===== src/rtl/cfb_pkg.sv =====
`timescale 1ns / 1ps
// ----------------------------------------------------------------------------
// cfb_pkg
// Shared types and constants for the control frame builder.
// ----------------------------------------------------------------------------
package cfb_pkg;

    // operation codes carried in the input tuser
    localparam logic OP_START   = 1'b0;
    localparam logic OP_PAYLOAD = 1'b1;

    // configuration register indexes
    localparam logic [1:0] CFG_MAGIC_FIRST  = 2'd0;
    localparam logic [1:0] CFG_MAGIC_SECOND = 2'd1;
    localparam logic [1:0] CFG_VERSION      = 2'd2;
    localparam logic [1:0] CFG_MAX_FRAME    = 2'd3;

    // frame geometry
    localparam logic [7:0] MAX_PAYLOAD    = 8'd32;
    localparam logic [8:0] FRAME_OVERHEAD = 9'd8;
    localparam logic [2:0] HDR_LAST_IDX   = 3'd6;
    localparam logic [2:0] HDR_XSUM_IDX   = 3'd7;
    localparam logic [7:0] MAX_FRAME_RST  = 8'd255;

    // command queue depth
    localparam int QUEUE_DEPTH = 4;

    // kind of work handed from front to back
    typedef enum logic [1:0] {
        CMD_REJECT  = 2'd0,
        CMD_HEADER  = 2'd1,
        CMD_PAYLOAD = 2'd2
    } t_kind;

    // one queued command
    typedef struct packed {
        t_kind      kind;
        logic [7:0] data0;    // message type or payload byte
        logic [7:0] data1;    // sequence number
        logic [5:0] plen;     // payload length for the header
        logic [7:0] xsum;     // checksum to close the frame with
        logic       has_xsum; // command ends with the checksum byte
    } t_cmd;

    // configuration registers
    typedef struct packed {
        logic [7:0] magic_first;
        logic [7:0] magic_second;
        logic [7:0] version;
        logic [7:0] max_frame;
    } t_cfg;

endpackage


===== src/rtl/cfb_front.sv =====
`timescale 1ns / 1ps
// ----------------------------------------------------------------------------
// cfb_front
// Accepts input transactions, tracks the open frame and its running XOR,
// and turns every transaction into one command for the back end.
// ----------------------------------------------------------------------------
module cfb_front (
    input  logic          i_clk,
    input  logic          i_rst_n,
    input  cfb_pkg::t_cfg i_cfg,
    input  logic          s_axis_tvalid,
    output logic          s_axis_tready,
    input  logic [31:0]   s_axis_tdata,   // [7:0] message_type, [15:8] frame_seq,
                                          // [21:16] payload_length, [29:22] payload_byte
    input  logic          s_axis_tuser,   // [0] operation
    input  logic          i_full,
    output logic          o_push,
    output cfb_pkg::t_cmd o_cmd
);
    import cfb_pkg::*;

    logic       r_open, n_open;
    logic [5:0] r_left, n_left;
    logic [7:0] r_xor,  n_xor;

    logic       accept;
    logic [7:0] mtype, seq, pbyte, hdr_xor, pay_xor;
    logic [5:0] plen;
    logic       too_long, too_big;

    assign s_axis_tready = !i_full;
    assign accept        = s_axis_tvalid && s_axis_tready;
    assign o_push        = accept;

    // field unpacking
    assign mtype = s_axis_tdata[7:0];
    assign seq   = s_axis_tdata[15:8];
    assign plen  = s_axis_tdata[21:16];
    assign pbyte = s_axis_tdata[29:22];

    // start checks and header checksum
    assign too_long = {2'b00, plen} > MAX_PAYLOAD;
    assign too_big  = ({3'b000, plen} + FRAME_OVERHEAD) > {1'b0, i_cfg.max_frame};
    assign hdr_xor  = i_cfg.magic_first ^ i_cfg.magic_second ^ i_cfg.version
                    ^ mtype ^ seq ^ {2'b00, plen};
    assign pay_xor  = r_xor ^ pbyte;

    // classify and build the command
    always_comb begin
        n_open = r_open;
        n_left = r_left;
        n_xor  = r_xor;
        o_cmd  = '{kind: CMD_REJECT, data0: 8'h00, data1: 8'h00, plen: 6'd0,
                   xsum: 8'h00, has_xsum: 1'b0};
        if (s_axis_tuser == OP_START) begin
            n_open = 1'b0;
            n_left = 6'd0;
            n_xor  = 8'h00;
            if (!(too_long || too_big)) begin
                o_cmd.kind     = CMD_HEADER;
                o_cmd.data0    = mtype;
                o_cmd.data1    = seq;
                o_cmd.plen     = plen;
                o_cmd.xsum     = hdr_xor;
                o_cmd.has_xsum = (plen == 6'd0);
                if (plen != 6'd0) begin
                    n_open = 1'b1;
                    n_left = plen;
                    n_xor  = hdr_xor;
                end
            end
        end else if (r_open) begin
            o_cmd.kind  = CMD_PAYLOAD;
            o_cmd.data0 = pbyte;
            o_cmd.xsum  = pay_xor;
            n_left      = r_left - 6'd1;
            n_xor       = pay_xor;
            if (r_left == 6'd1) begin
                o_cmd.has_xsum = 1'b1;
                n_open         = 1'b0;
                n_xor          = 8'h00;
            end
        end
    end

    // frame state
    always_ff @(posedge i_clk) begin
        if (!i_rst_n) begin
            r_open <= 1'b0;
            r_left <= 6'd0;
            r_xor  <= 8'h00;
        end else if (accept) begin
            r_open <= n_open;
            r_left <= n_left;
            r_xor  <= n_xor;
        end
    end

endmodule


===== src/rtl/cfb_queue.sv =====
`timescale 1ns / 1ps
// ----------------------------------------------------------------------------
// cfb_queue
// Small register queue of commands between front and back end.
// ----------------------------------------------------------------------------
module cfb_queue #(
    parameter int DEPTH = cfb_pkg::QUEUE_DEPTH
) (
    input  logic          i_clk,
    input  logic          i_rst_n,
    input  logic          i_push,
    input  cfb_pkg::t_cmd i_cmd,
    input  logic          i_pop,
    output logic          o_empty,
    output logic          o_full,
    output cfb_pkg::t_cmd o_cmd
);
    import cfb_pkg::*;

    localparam int AW = (DEPTH > 1) ? $clog2(DEPTH) : 1;
    localparam int CW = $clog2(DEPTH + 1);
    localparam logic [AW-1:0] LAST_PTR = AW'(DEPTH - 1);
    localparam logic [CW-1:0] FULL_CNT = CW'(DEPTH);

    t_cmd          r_mem [DEPTH];
    logic [AW-1:0] r_wr_ptr, r_rd_ptr;
    logic [CW-1:0] r_count;

    assign o_empty = (r_count == '0);
    assign o_full  = (r_count == FULL_CNT);
    assign o_cmd   = r_mem[r_rd_ptr];

    // storage
    always_ff @(posedge i_clk) begin
        if (i_push) begin
            r_mem[r_wr_ptr] <= i_cmd;
        end
    end

    // pointers and fill count
    always_ff @(posedge i_clk) begin
        if (!i_rst_n) begin
            r_wr_ptr <= '0;
            r_rd_ptr <= '0;
            r_count  <= '0;
        end else begin
            if (i_push) begin
                r_wr_ptr <= (r_wr_ptr == LAST_PTR) ? '0 : r_wr_ptr + AW'(1);
            end
            if (i_pop) begin
                r_rd_ptr <= (r_rd_ptr == LAST_PTR) ? '0 : r_rd_ptr + AW'(1);
            end
            if (i_push && !i_pop) begin
                r_count <= r_count + CW'(1);
            end else if (i_pop && !i_push) begin
                r_count <= r_count - CW'(1);
            end
        end
    end

endmodule


===== src/rtl/cfb_back.sv =====
`timescale 1ns / 1ps
// ----------------------------------------------------------------------------
// cfb_back
// Expands the command at the queue head into frame bytes, one per cycle
// unless the output stalls, into a registered output stage.
// ----------------------------------------------------------------------------
module cfb_back (
    input  logic          i_clk,
    input  logic          i_rst_n,
    input  cfb_pkg::t_cfg i_cfg,
    input  logic          i_empty,
    input  cfb_pkg::t_cmd i_cmd,
    output logic          o_pop,
    output logic          m_axis_tvalid,
    input  logic          m_axis_tready,
    output logic [7:0]    m_axis_tdata,   // [7:0] out_byte
    output logic          m_axis_tlast,   // frame_end
    output logic          m_axis_tuser    // [0] rejected
);
    import cfb_pkg::*;

    logic [2:0] r_idx, n_idx;
    logic       r_valid;
    logic [7:0] r_byte;
    logic       r_end, r_rej;

    logic       advance;
    logic [7:0] cur_byte;
    logic       cur_end, cur_rej, cur_last;

    // byte selection for the current position of the head command
    always_comb begin
        cur_byte = 8'h00;
        cur_end  = 1'b0;
        cur_rej  = 1'b0;
        cur_last = 1'b1;
        case (i_cmd.kind)
            CMD_REJECT: begin
                cur_end = 1'b1;
                cur_rej = 1'b1;
            end
            CMD_HEADER: begin
                case (r_idx)
                    3'd0:    cur_byte = i_cfg.magic_first;
                    3'd1:    cur_byte = i_cfg.magic_second;
                    3'd2:    cur_byte = i_cfg.version;
                    3'd3:    cur_byte = i_cmd.data0;
                    3'd4:    cur_byte = i_cmd.data1;
                    3'd5:    cur_byte = {2'b00, i_cmd.plen};
                    3'd6:    cur_byte = 8'h00;
                    default: begin
                        cur_byte = i_cmd.xsum;
                        cur_end  = 1'b1;
                    end
                endcase
                cur_last = (r_idx == HDR_XSUM_IDX)
                        || (r_idx == HDR_LAST_IDX && !i_cmd.has_xsum);
            end
            CMD_PAYLOAD: begin
                if (r_idx == 3'd0) begin
                    cur_byte = i_cmd.data0;
                    cur_last = !i_cmd.has_xsum;
                end else begin
                    cur_byte = i_cmd.xsum;
                    cur_end  = 1'b1;
                end
            end
            default: begin
                cur_end = 1'b1;
                cur_rej = 1'b1;
            end
        endcase
    end

    // step when there is work and the output stage is free
    assign advance = !i_empty && (!r_valid || m_axis_tready);
    assign o_pop   = advance && cur_last;
    assign n_idx   = advance ? (cur_last ? 3'd0 : r_idx + 3'd1) : r_idx;

    // position counter and output valid
    always_ff @(posedge i_clk) begin
        if (!i_rst_n) begin
            r_idx   <= 3'd0;
            r_valid <= 1'b0;
        end else begin
            r_idx <= n_idx;
            if (advance) begin
                r_valid <= 1'b1;
            end else if (m_axis_tready) begin
                r_valid <= 1'b0;
            end
        end
    end

    // output payload
    always_ff @(posedge i_clk) begin
        if (advance) begin
            r_byte <= cur_byte;
            r_end  <= cur_end;
            r_rej  <= cur_rej;
        end
    end

    assign m_axis_tvalid = r_valid;
    assign m_axis_tdata  = r_byte;
    assign m_axis_tlast  = r_end;
    assign m_axis_tuser  = r_rej;

`ifndef SYNTHESIS
    // a rejection is a single closing zero byte
    a_reject_form: assert property (@(posedge i_clk) disable iff (!i_rst_n)
        r_valid && r_rej |-> r_end && (r_byte == 8'h00))
        else $error("rejected transaction not a closing zero byte");

    // the position only moves while a command is at the head
    a_idx_has_cmd: assert property (@(posedge i_clk) disable iff (!i_rst_n)
        (r_idx != 3'd0) |-> !i_empty)
        else $error("byte position set with empty queue");

    // payload and reject commands span at most two and one bytes
    a_idx_payload: assert property (@(posedge i_clk) disable iff (!i_rst_n)
        !i_empty && (i_cmd.kind == CMD_PAYLOAD) |-> (r_idx <= 3'd1))
        else $error("payload command position out of range");

    a_idx_reject: assert property (@(posedge i_clk) disable iff (!i_rst_n)
        !i_empty && (i_cmd.kind == CMD_REJECT) |-> (r_idx == 3'd0))
        else $error("reject command position out of range");
`endif

endmodule


===== src/rtl/control_frame_builder.sv =====
`timescale 1ns / 1ps
// ----------------------------------------------------------------------------
// control_frame_builder
// Control frame builder: byte framer with a closing XOR checksum byte.
// ----------------------------------------------------------------------------
// A start transaction (tuser 0) produces a seven-byte header (two magic bytes,
// version, type, sequence, length, zero) and, for an empty payload, the
// checksum byte right after it; each payload transaction (tuser 1) produces
// its byte and, on the last one, the checksum. A bad start or a stray payload
// byte produces one zero byte with tlast and tuser set. The input side takes
// one transaction per cycle while the command queue (QUEUE_DEPTH entries) has
// room; unless stalled, the output side emits one byte per cycle, 7 or 8 for
// a start that passes its checks, 1 or 2 for a payload byte. Payload streams
// run at one byte per cycle unless stalled; the queue lets the input run ahead
// of header bytes by up to QUEUE_DEPTH commands. The user writes configuration
// through i_cfg_we / i_cfg_addr / i_cfg_data only while no frame is in flight.
// ----------------------------------------------------------------------------
module control_frame_builder #(
    parameter int QUEUE_DEPTH = cfb_pkg::QUEUE_DEPTH
) (
    input  logic        i_clk,
    input  logic        i_rst_n,
    // configuration writes
    input  logic        i_cfg_we,
    input  logic [1:0]  i_cfg_addr,
    input  logic [7:0]  i_cfg_data,
    // input stream
    input  logic        s_axis_tvalid,
    output logic        s_axis_tready,
    input  logic [31:0] s_axis_tdata,   // [7:0] message_type, [15:8] frame_seq,
                                        // [21:16] payload_length, [29:22] payload_byte
    input  logic        s_axis_tuser,   // [0] operation
    // output stream
    output logic        m_axis_tvalid,
    input  logic        m_axis_tready,
    output logic [7:0]  m_axis_tdata,   // [7:0] out_byte
    output logic        m_axis_tlast,   // frame_end
    output logic        m_axis_tuser    // [0] rejected
);
    import cfb_pkg::*;

    t_cfg r_cfg;
    t_cmd push_cmd, head_cmd;
    logic push, pop, q_empty, q_full;

    // configuration registers
    always_ff @(posedge i_clk) begin
        if (!i_rst_n) begin
            r_cfg <= '{magic_first: 8'h00, magic_second: 8'h00, version: 8'h00,
                       max_frame: MAX_FRAME_RST};
        end else if (i_cfg_we) begin
            case (i_cfg_addr)
                CFG_MAGIC_FIRST:  r_cfg.magic_first  <= i_cfg_data;
                CFG_MAGIC_SECOND: r_cfg.magic_second <= i_cfg_data;
                CFG_VERSION:      r_cfg.version      <= i_cfg_data;
                CFG_MAX_FRAME:    r_cfg.max_frame    <= i_cfg_data;
                default:          r_cfg              <= r_cfg;
            endcase
        end
    end

    // classify incoming transactions
    cfb_front u_front (
        .i_clk         (i_clk),
        .i_rst_n       (i_rst_n),
        .i_cfg         (r_cfg),
        .s_axis_tvalid (s_axis_tvalid),
        .s_axis_tready (s_axis_tready),
        .s_axis_tdata  (s_axis_tdata),
        .s_axis_tuser  (s_axis_tuser),
        .i_full        (q_full),
        .o_push        (push),
        .o_cmd         (push_cmd)
    );

    // command queue
    cfb_queue #(
        .DEPTH (QUEUE_DEPTH)
    ) u_queue (
        .i_clk   (i_clk),
        .i_rst_n (i_rst_n),
        .i_push  (push),
        .i_cmd   (push_cmd),
        .i_pop   (pop),
        .o_empty (q_empty),
        .o_full  (q_full),
        .o_cmd   (head_cmd)
    );

    // byte generation
    cfb_back u_back (
        .i_clk         (i_clk),
        .i_rst_n       (i_rst_n),
        .i_cfg         (r_cfg),
        .i_empty       (q_empty),
        .i_cmd         (head_cmd),
        .o_pop         (pop),
        .m_axis_tvalid (m_axis_tvalid),
        .m_axis_tready (m_axis_tready),
        .m_axis_tdata  (m_axis_tdata),
        .m_axis_tlast  (m_axis_tlast),
        .m_axis_tuser  (m_axis_tuser)
    );

endmodule


===== config.mk =====
export PLATFORM = sky130hd
export DESIGN_NAME = control_frame_builder
export DESIGN_NICKNAME = d
export VERILOG_FILES = /design/src/rtl/cfb_pkg.sv /design/src/rtl/cfb_front.sv /design/src/rtl/cfb_queue.sv /design/src/rtl/cfb_back.sv /design/src/rtl/control_frame_builder.sv
export SDC_FILE = /design/constraint.sdc
export NUM_CORES = 1
export LEC_CHECK = 0
export BUFFER_PORTS_ARGS = -buffer_cell sky130_fd_sc_hd__buf_2
export CAP_MARGIN = 5
export CORE_UTILIZATION = 27
export CTS_CLUSTER_DIAMETER = 150
export DETAILED_ROUTE_END_ITERATION = 6
export MAX_ROUTING_LAYER = met4
export SYNTH_ARGS = -nofsm -noshare
export SYNTH_HDL_FRONTEND = slang
export SYNTH_SLANG_ARGS = --single-unit
export TNS_END_PERCENT = 20

===== constraint.sdc =====
create_clock -name i_clk -period 4.7 [get_ports i_clk]
set_input_delay 0 -clock i_clk [delete_from_list [all_inputs] [get_ports i_clk]]
set_output_delay 0 -clock i_clk [all_outputs]
set_load 0.02 [all_outputs]

### Yosys cells after proc, flatten, opt, wreduce, memory -nomap -nowiden

Memories as Yosys holds them, arrays and structs flattened. A register that Yosys moved wholly into a read port is not among the register bits.
Cells that the tools add are included.

| storage, ports and cells | value |
|---|---|
| register bits after elaboration | 68 |
| output and inout port bits | 12 |
| input bits | 48 |
| logic and storage cells | 118 |
| bits in writable memories | 132 |
| memories kept | 1 |

Memory list:

| memory | words | width | read ports | clocked after Yosys merged registers in | wr ports | line | RTL |
|---|---|---|---|---|---|---|---|
| u_queue.r_mem | 4 | 33 | 1 | 1 | 1 | cfb_queue.sv:25 | `t_cmd r_mem [DEPTH];` |

| operators by class | value |
|---|---|
| multiplexer cells | 41 |
| reduce and logical (&&, ||, !) cells | 29 |
| eq/ne operators | 17 |
| add/sub/neg operators | 7 |
| magnitude comparators | 2 |
| bitwise gates (word level) | 6 |

Operator list:

| cell | count |
|---|---|
| 8-bit case mux with 7 select lines | 1 |
| 8-bit 2-to-1 mux | 6 |
| 8-bit XOR | 5 |
| 32-bit 2-to-1 mux | 1 |
| 6-bit 2-to-1 mux | 4 |
| 10-bit 2-to-1 mux | 2 |
| 9-bit 2-to-1 mux | 2 |
| 8-bit case mux with 2 select lines | 1 |
| 3-bit equality test, second input constant | 5 |
| 1-bit 2-to-1 mux | 14 |
| 14-bit 2-to-1 mux | 1 |
| 2-bit equality test, second input constant | 5 |
| 2-bit AND reduction | 5 |
| 9-bit by 8-bit > comparator with 1-bit output | 1 |
| 3-bit 2-to-1 mux | 3 |
| 2-bit 2-to-1 mux | 4 |
| 8-bit by 6-bit XOR with 8-bit output | 1 |
| 6-bit by 4-bit adder with 7-bit output, second input constant | 1 |
| 7-bit OR reduction | 1 |
| 3-bit by 1-bit adder with 3-bit output, second input constant | 2 |
| 3-bit by 2-bit equality test with 1-bit output, second input constant | 2 |
| 6-bit by 1-bit equality test with 1-bit output, second input constant | 1 |
| 6-bit > comparator, second input constant | 1 |
| 1-bit logical AND | 6 |
| 15 further kinds | 27 |

### Logic depth before layout (Yosys ltp)

Gate-level depths: netlist of run 1.

| logic depth | value |
|---|---|
| word-level depth | 8 |
| mapped depth | 15 |
| gate-level depth less buffers | 12 |

### Modules after synthesis

A second synthesis of run 1 with hierarchy kept.

| unflattened totals | value |
|---|---|
| cell total of the unflattened synthesis | 699 |
| area total of the unflattened synthesis | 9546.7 um2 |

Modules (own cells, without submodules):

| module | sequential area each (um2) | times used | cells an instance | area an instance (um2) |
|---|---|---|---|---|
| cfb_queue | 4144.0 | 1 | 217 | 5266.3 |
| cfb_front | 300.3 | 1 | 232 | 1815.5 |
| control_frame_builder | 640.6 | 1 | 127 | 1234.9 |
| cfb_back | 380.4 | 1 | 123 | 1229.9 |

### Worst setup path before layout of run 1

OpenSTA, ideal clock, no wires.

| path | value |
|---|---|
| path type | register to register |
| start point | register with a tool-made name |
| end point | register u_queue.r_count[2] |
| period minus slack after synthesis | 3.582 ns |
| buffers on the path | 3 |
| data arrival time | 3.512 ns |
| path slack | 1.118 ns |
| stages on the path, launching flop included | 15 |
| data required time | 4.629 ns |
| setup time | 0.071 ns |
| path through | dfxtp_1 buf_6 buf_2 buf_4 mux4_2 inv_1 ha_1 a221o_1 o21ai_2 ha_1 inv_1 fa_1 xor2_1 or3_1 a21oi_1 |

RTL lines:

| what | line | RTL |
|---|---|---|
| end signal: assignment | cfb_queue.sv:54 | `r_count <= r_count + CW'(1);` |
| end signal: assignment | cfb_queue.sv:56 | `r_count <= r_count - CW'(1);` |
| end: declaration | cfb_queue.sv:27 | `logic [CW-1:0] r_count;` |

==> results.py, run 1 <==
metrics = {
    "clock_network": {
        "cts_setup_buffers": 0,
        "cts.sinks": 202,
        "cts_tree": "done",
        "cts_buffers": 22,
        "clockRootBuffer": "clkbuf_16",
        "clockBufferDepth": 3,
        "htree_levels": 1,
        "path_clk_slew_ns": 0.06,
        "clk_latency_ns": 0.51,
        "cts_resized": 0,
        "hold_buffers": 41,
    },
    "power": {
        "p_leak_nw": 4.03,
        "switching_share_pct": 30.7,
        "power_density_mw_per_mm2": 504,
        "seqPwrFrac_pct": 40.8,
        "p_int_mw": 3.87,
        "netSwitchingPower_mw": 1.71,
        "comb_power_share_pct": 26.7,
        "power_frac_clock_pct": 32.4,
        "ir_worst_vdd_mv": 0.228,
        "total_power_mw": 5.58,
    },
    "sta": {
        "drv_slew": 0,
        "hold-worst-slack_ns": 0.0107,
        "hold_viol_final": 0,
        "tns_ns": 0,
        "max_clock_freq_mhz": 277,
        "finalCritPeriodShare_pct": 76.7,
        "fin_worst_skew_ns": 0.0159,
        "setup_viol": 0,
        "tightest_slew_ns": 0.963,
        "relSlewSlack_pct": 35.8,
        "period_needed_ns": 3.61,
        "fin_ws_ns": 1.09,
        "rsz0062_at_grt": "no",
    },
    "worst_setup_path": {
        "arrival_ns": 4.03,
        "cp_max_fo": 12,
        "crit_type": "reg -> reg",
        "ff2ff_setup_slack_ns": 1.09,
        "worstPathRequired_ns": 5.12,
        "cp-end-kind": "flip-flop",
        "start_kind": "flip-flop",
    },
    "route": {
        "vias_per_cell": 4.78,
        "wl_met3_um": 1230,
        "final_antenna_net_count": 0,
        "wl_met2_um": 11000,
        "routed.top_layer": "met4",
        "wirelength_um": 23100,
        "dr.pass1.iters": 5,
        "routedWlPerCell_um": 18.8,
        "wl_met1_um": 10400,
        "drc_errors": 0,
        "dr_total_vias": 5882,
        "drtIter0Drc": 518,
    },
    "placed_design": {
        "preCtsSetupSlack_ns": 1.12,
        "io_buffers": 57,
        "post-place-cells": 1149,
        "gp_congestion": 0.820,
        "hpwl_um": 16100,
    },
    "synth": {
        "synthAdderAreaFrac_pct": 3.47,
        "synth-edff-count": 142,
        "muxShareOfSynthArea_pct": 10.9,
        "synth_compound_area_share_pct": 10.7,
        "synth_ff_type": "edfxtp_1",
        "syn_inst": 675,
        "synth_area_leaders": "edfxtp_1 (46%), dfxtp_1 (13%), mux4_2 (8.1%)",
        "yosys_warnings": 0,
        "yosysTopAreaCell": "edfxtp_1",
        "async_flop_share_pct": 0,
        "ys_seq_area_share_pct": 59.2,
        "yosysMostFrequentCell": "edfxtp_1",
        "synth_area_per_cell_sq_um": 13.7,
        "yosys.area_share.simple_pct": 6.75,
        "synthesis.area_sq_mm": 0.00923,
        "yosysTopAreaCellShare_pct": 46.2,
        "synth.distinct_cells": 65,
        "synth-seq-cells": 202,
        "syn_nets": 748,
        "synth_xor_area_share_pct": 5.03,
        "synth_top_family_by_area": "multiplexers",
        "synth_commonest_cells": "edfxtp_1 (142), dfxtp_1 (60), xnor2_1 (47)",
    },
    "global_routing": {
        "grt_start_max_net_pins": 34,
        "grt_usage_pct": 13.7,
        "gr-total-overflow": 0,
        "grt_pass1_wl_um": 35700,
        "grt_pass1_vias": 5932,
        "antenna_found_initial": 0,
    },
    "layout": {
        "fillers": 3294,
        "layout-drive-gt1-share_pct": 19.7,
        "seqCellArea_sq_mm": 0.00547,
        "final_nets": 839,
        "areaGrowthSynthToFinish_pct": 20.2,
        "fin_cells": 1230,
        "multi_input_area_sq_mm": 0.00340,
        "n_antenna_cell": 0,
    },
    "floorplan": {
        "num_io_pins": 60,
        "num_rows": 67,
        "die_w_um": 187,
        "die_h_um": 187,
        "initial_core_util_pct": 27.4,
        "die-area_sq_mm": 0.0349,
        "coreArea_sq_mm": 0.0336,
    },
    "status": {
        "status": "complete, no violations",
    },
    "hold_path": {
        "hp-class": "in -> reg",
    },
    "run": {
        "max_cap_viol_count": 0,
    },
}
-- registers in the layout (all words and copies together) (netlist names), named ones only --
register,flops
u_back.m_axis_tdata,8
u_front.r_xor,8
u_back.m_axis_tlast,1
u_back.m_axis_tvalid,1
u_back.m_axis_tuser,1
u_front.r_open,1
u_queue.r_count,3
r_cfg,32
u_queue.r_wr_ptr,2
u_queue.r_rd_ptr,2
u_back.r_idx,3
u_queue.r_mem,132
u_front.r_left,6
-- power groups by stage --
| stage | registers (mW) | clock network, mW | logic, mW |
|---|---|---|---|
| floorplan | 2.31 | 0 | 1.06 |
| global placement | 2.31 | 0 | 1.46 |
| detailed placement | 2.32 | 0 | 1.46 |
| CTS | 2.28 | 1.84 | 1.50 |
| global route | 2.31 | 1.91 | 1.61 |
| finish | 2.28 | 1.81 | 1.49 |
-- kinds of logic (layout without fill, tap and decap cells) --
family	count (synthesis)	in the layout
AOI/OAI and AO/OA	137	137
xor gates and xnor gates	53	53
adders and majority gates	25	25
buffers and inverters	75	182
DFF	202	202
muxes	59	59
and+or+nand+nor	124	124
-- path summary, 6_finish.rpt --
check                   start              endpoint  cells past startpoint
max                 flip-flop    u_queue.r_count[2]                     10
max reg2reg         flip-flop    u_queue.r_count[2]                     10
min          s_axis_tdata[10]  u_queue.r_mem[0][17]                      2
min reg2reg          r_cfg[0]              r_cfg[0]                      2
-- stage by stage --
step | area [sq um] | utilization [%]
2_1_floorplan | 9230 | -
3_3_place_gp | 9910 | 29.5
3_5_place_dp | 9910 | 29.5
4_1_cts | 11100 | 33.0
5_1_grt | 11100 | 33.0
6_report | 11100 | 33.0
-- layout make-up --
| cell class | count | area share, % |
|---|---|---|
| sequential | 202 | 49.3 |
| clock buffer | 26 | 5.19 |
| tap | 448 | 5.06 |
| clock inverter | 14 | 1.67 |
| inverter | 35 | 1.19 |
| multi-input combinational | 398 | 30.7 |
| timing repair buffer | 107 | 6.88 |
-- layout by cell type (no fill, tap or decap), types with 11 or more instances in the layout --
cell           Yosys  layout
xnor2_1           47      47
mux4_2            33      33
inv_1             32      32
mux2i_1           26      26
o21ai_0           17      17
buf_2              6      57
nor2_1            40      40
dfxtp_1           60      59
edfxtp_1         142     142
and3_1            17      17
a22o_1            13      13
dlygate4sd3_1      0      41
nand3_1           11      11
clkbuf_16          0      22
ha_1              24      24
nand2_1           25      25
a21oi_1           33      32
-- worst max-delay path, stage by stage, from the launching register on --
cell,delay (ns)
dfxtp_2,0.51
mux4_2,0.57
ha_1,0.45
a221o_1,0.33
o21ai_2,0.29
ha_1,0.26
inv_1,0.07
fa_1,0.43
xor2_1,0.16
or3_1,0.31
a21oi_1,0.14
-- metal layers --
layer / GRT usage (%) / vias up
li1: - / 2740
met1: 18.2 / 2927
met2: 22.1 / 182
met3: 1.89 / 33
met4: 3.34 / 0
met5: - / -
Note: power is estimated with default switching activity, not from simulation.
==> run 2: changes to the inputs <==
==> constraint.sdc (replaced) <==
create_clock -name i_clk -period 3.56 [get_ports i_clk]
set_input_delay 0 -clock i_clk [delete_from_list [all_inputs] [get_ports i_clk]]
set_output_delay 0 -clock i_clk [all_outputs]
set_load 0.02 [all_outputs]
==> run 2 against run 1 <==
Combinational power increased by 39%. Highest routed layer unchanged. Sequential power increased by 30%. Critical path depth decreased by 1. Wire length increased by 2.3%. Clock-buffer cell count increased by 2. Die area unchanged. Worst hold slack got worse by 0.0045 ns.
==> results.py, run 2 (synthesis results as in run 1) <==
metrics = {
    "clock_network": {
        "htree_levels": 1,
        "clk_latency_ns": 0.51,
        "cts_buffers": 22,
        "cts.sinks": 202,
        "path_clk_slew_ns": 0.06,
        "clockRootBuffer": "clkbuf_16",
        "cts_tree": "done",
        "clockBufferDepth": 3,
    },
    "floorplan": {
        "num_rows": 67,
        "coreArea_sq_mm": 0.0336,
        "initial_core_util_pct": 27.4,
        "num_io_pins": 60,
        "die-area_sq_mm": 0.0349,
        "die_w_um": 187,
        "die_h_um": 187,
    },
    "power": {
        "power_frac_clock_pct": 30.2,
        "p_int_mw": 4.95,
        "seqPwrFrac_pct": 41.1,
        "comb_power_share_pct": 28.7,
        "switching_share_pct": 31.5,
        "power_density_mw_per_mm2": 655,
        "ir_worst_vdd_mv": 0.307,
        "total_power_mw": 7.22,
        "p_leak_nw": 3.99,
        "netSwitchingPower_mw": 2.27,
    },
    "sta": {
        "hold_viol_final": 0,
        "fin_worst_skew_ns": 0.0121,
        "drv_slew": 0,
        "relSlewSlack_pct": 31.9,
        "fin_ws_ns": 0.303,
        "tightest_slew_ns": 1.02,
        "finalCritPeriodShare_pct": 91.5,
        "max_clock_freq_mhz": 307,
        "tns_ns": 0,
        "setup_viol": 0,
        "rsz0062_at_grt": "no",
        "period_needed_ns": 3.26,
    },
    "route": {
        "drtIter0Drc": 416,
        "wirelength_um": 23700,
        "final_antenna_net_count": 0,
        "dr_total_vias": 5965,
        "dr.pass1.iters": 5,
        "drc_errors": 0,
        "vias_per_cell": 4.84,
        "routedWlPerCell_um": 19.2,
    },
    "layout": {
        "largest_register_ffs": 132,
        "layout-drive-gt1-share_pct": 19.6,
        "regMostFlops": "u_queue.r_mem",
        "seqCellArea_sq_mm": 0.00547,
        "areaGrowthSynthToFinish_pct": 19.5,
        "fillers": 3323,
        "final_nets": 841,
        "final_util_pct": 32.8,
        "multi_input_area_sq_mm": 0.00341,
        "final_common_cell": "edfxtp_1",
        "final_cell_mix": "edfxtp_1 (142), dfxtp_1 (59), buf_2 (57)",
        "top_regs": "u_queue.r_mem: 132 flops, r_cfg: 32 flops",
    },
    "placed_design": {
        "io_buffers": 57,
        "preCtsSetupSlack_ns": 0.432,
        "hpwl_um": 16000,
        "gp_congestion": 0.762,
    },
    "hold_path": {
        "hp-class": "in -> reg",
        "min_path_cells": 2,
    },
    "global_routing": {
        "grt_start_max_net_pins": 34,
        "grt_pass1_vias": 5968,
        "grt_pass1_wl_um": 35700,
        "antenna_found_initial": 0,
        "gr-total-overflow": 0,
        "grt_usage_pct": 13.8,
    },
    "worst_setup_path": {
        "cp-end-kind": "flip-flop",
        "start_kind": "flip-flop",
        "cp_max_fo": 12,
        "arrival_ns": 3.50,
        "worstPathRequired_ns": 3.80,
        "reg2reg_depth": 9,
        "crit_type": "reg -> reg",
    },
    "status": {
        "status": "complete, no violations",
    },
    "run": {
        "max_cap_viol_count": 0,
    },
}
[run 2: cell types whose count changed in the layout (fill, tap and decap cells not counted), moves of 2 or more]
cell | before | now
clkinv_1 | 5 | 10
and3_1 | 17 | 13
and3_2 | 1 | 5
clkinv_2 | 5 | 1
buf_4 | 9 | 12
bufinv_16 | 4 | 1
clkbuf_1 | 3 | 5
[run 2: worst paths after layout]
kind | to | slack [ns] | from
setup / recovery | u_queue.r_mem[2][23] | 0.30 | r_cfg[2]
hold reg to reg | u_back.m_axis_tvalid | 0.49 | u_back.m_axis_tvalid
setup reg to reg | u_queue.r_mem[2][23] | 0.30 | r_cfg[2]
hold / removal | u_queue.r_mem[0][10] | 0.006 | s_axis_tdata[17]
[run 2: cell type report]
| cell class | count | share of cell area (%) |
|---|---|---|
| timing repair buffer | 109 | 7.04 |
| clock inverter | 12 | 0.794 |
| clock buffer | 28 | 5.39 |
| sequential | 202 | 49.6 |
| tap | 448 | 5.08 |
| inverter | 35 | 1.19 |
| multi-input combinational | 398 | 30.9 |
| antenna | 1 | 0.0227 |
[run 2: repair_timing]
item,4_1_cts,5_1_grt
gates resized for setup,0,0
hold buffers,40,0
hold endpoints to repair,104,0
buffers inserted,0,0
[run 2: power groups by stage]
stage,clock network (mW),logic [mW],registers (mW)
global route,2.30,2.25,2.99
floorplan,0,1.40,3.05
detailed placement,0,2.05,3.02
finish,2.18,2.07,2.97
global placement,0,2.02,3.01
CTS,2.21,2.09,2.97
[run 2: metal layers]
metal  GRT usage (%)  wire length (um)  vias to the layer above
li1                -                 -                     2753
met1            18.1             10400                     2993
met2            22.2             11400                      182
met3            2.25              1410                       37
met4            3.75               568                        0
met5               -                 0                        -
[run 2: per-stage QoR]
stage / area [sq um] / instances / hold WS [ns]
finish: 11000 / 1233 / 0.00621
global route: 11000 / 1232 / 0.0238
CTS: 11000 / 1232 / 0.00832
detailed placement: 9940 / 1152 / 0.296
global placement: 9940 / 1152 / 0.282
floorplan: 9230 / 675 / 0.124
[run 2: worst max-delay path: stages, from the launching register on]
cell and delay, ns:
dfxtp_1 0.31, inv_1 0.06, ha_1 0.30, nand4_1 0.12, o221a_2 0.26, a211o_2 0.36, nand2_4 0.20, clkinv_1 0.43
a22o_1 0.33, dlygate4sd3_1 0.61
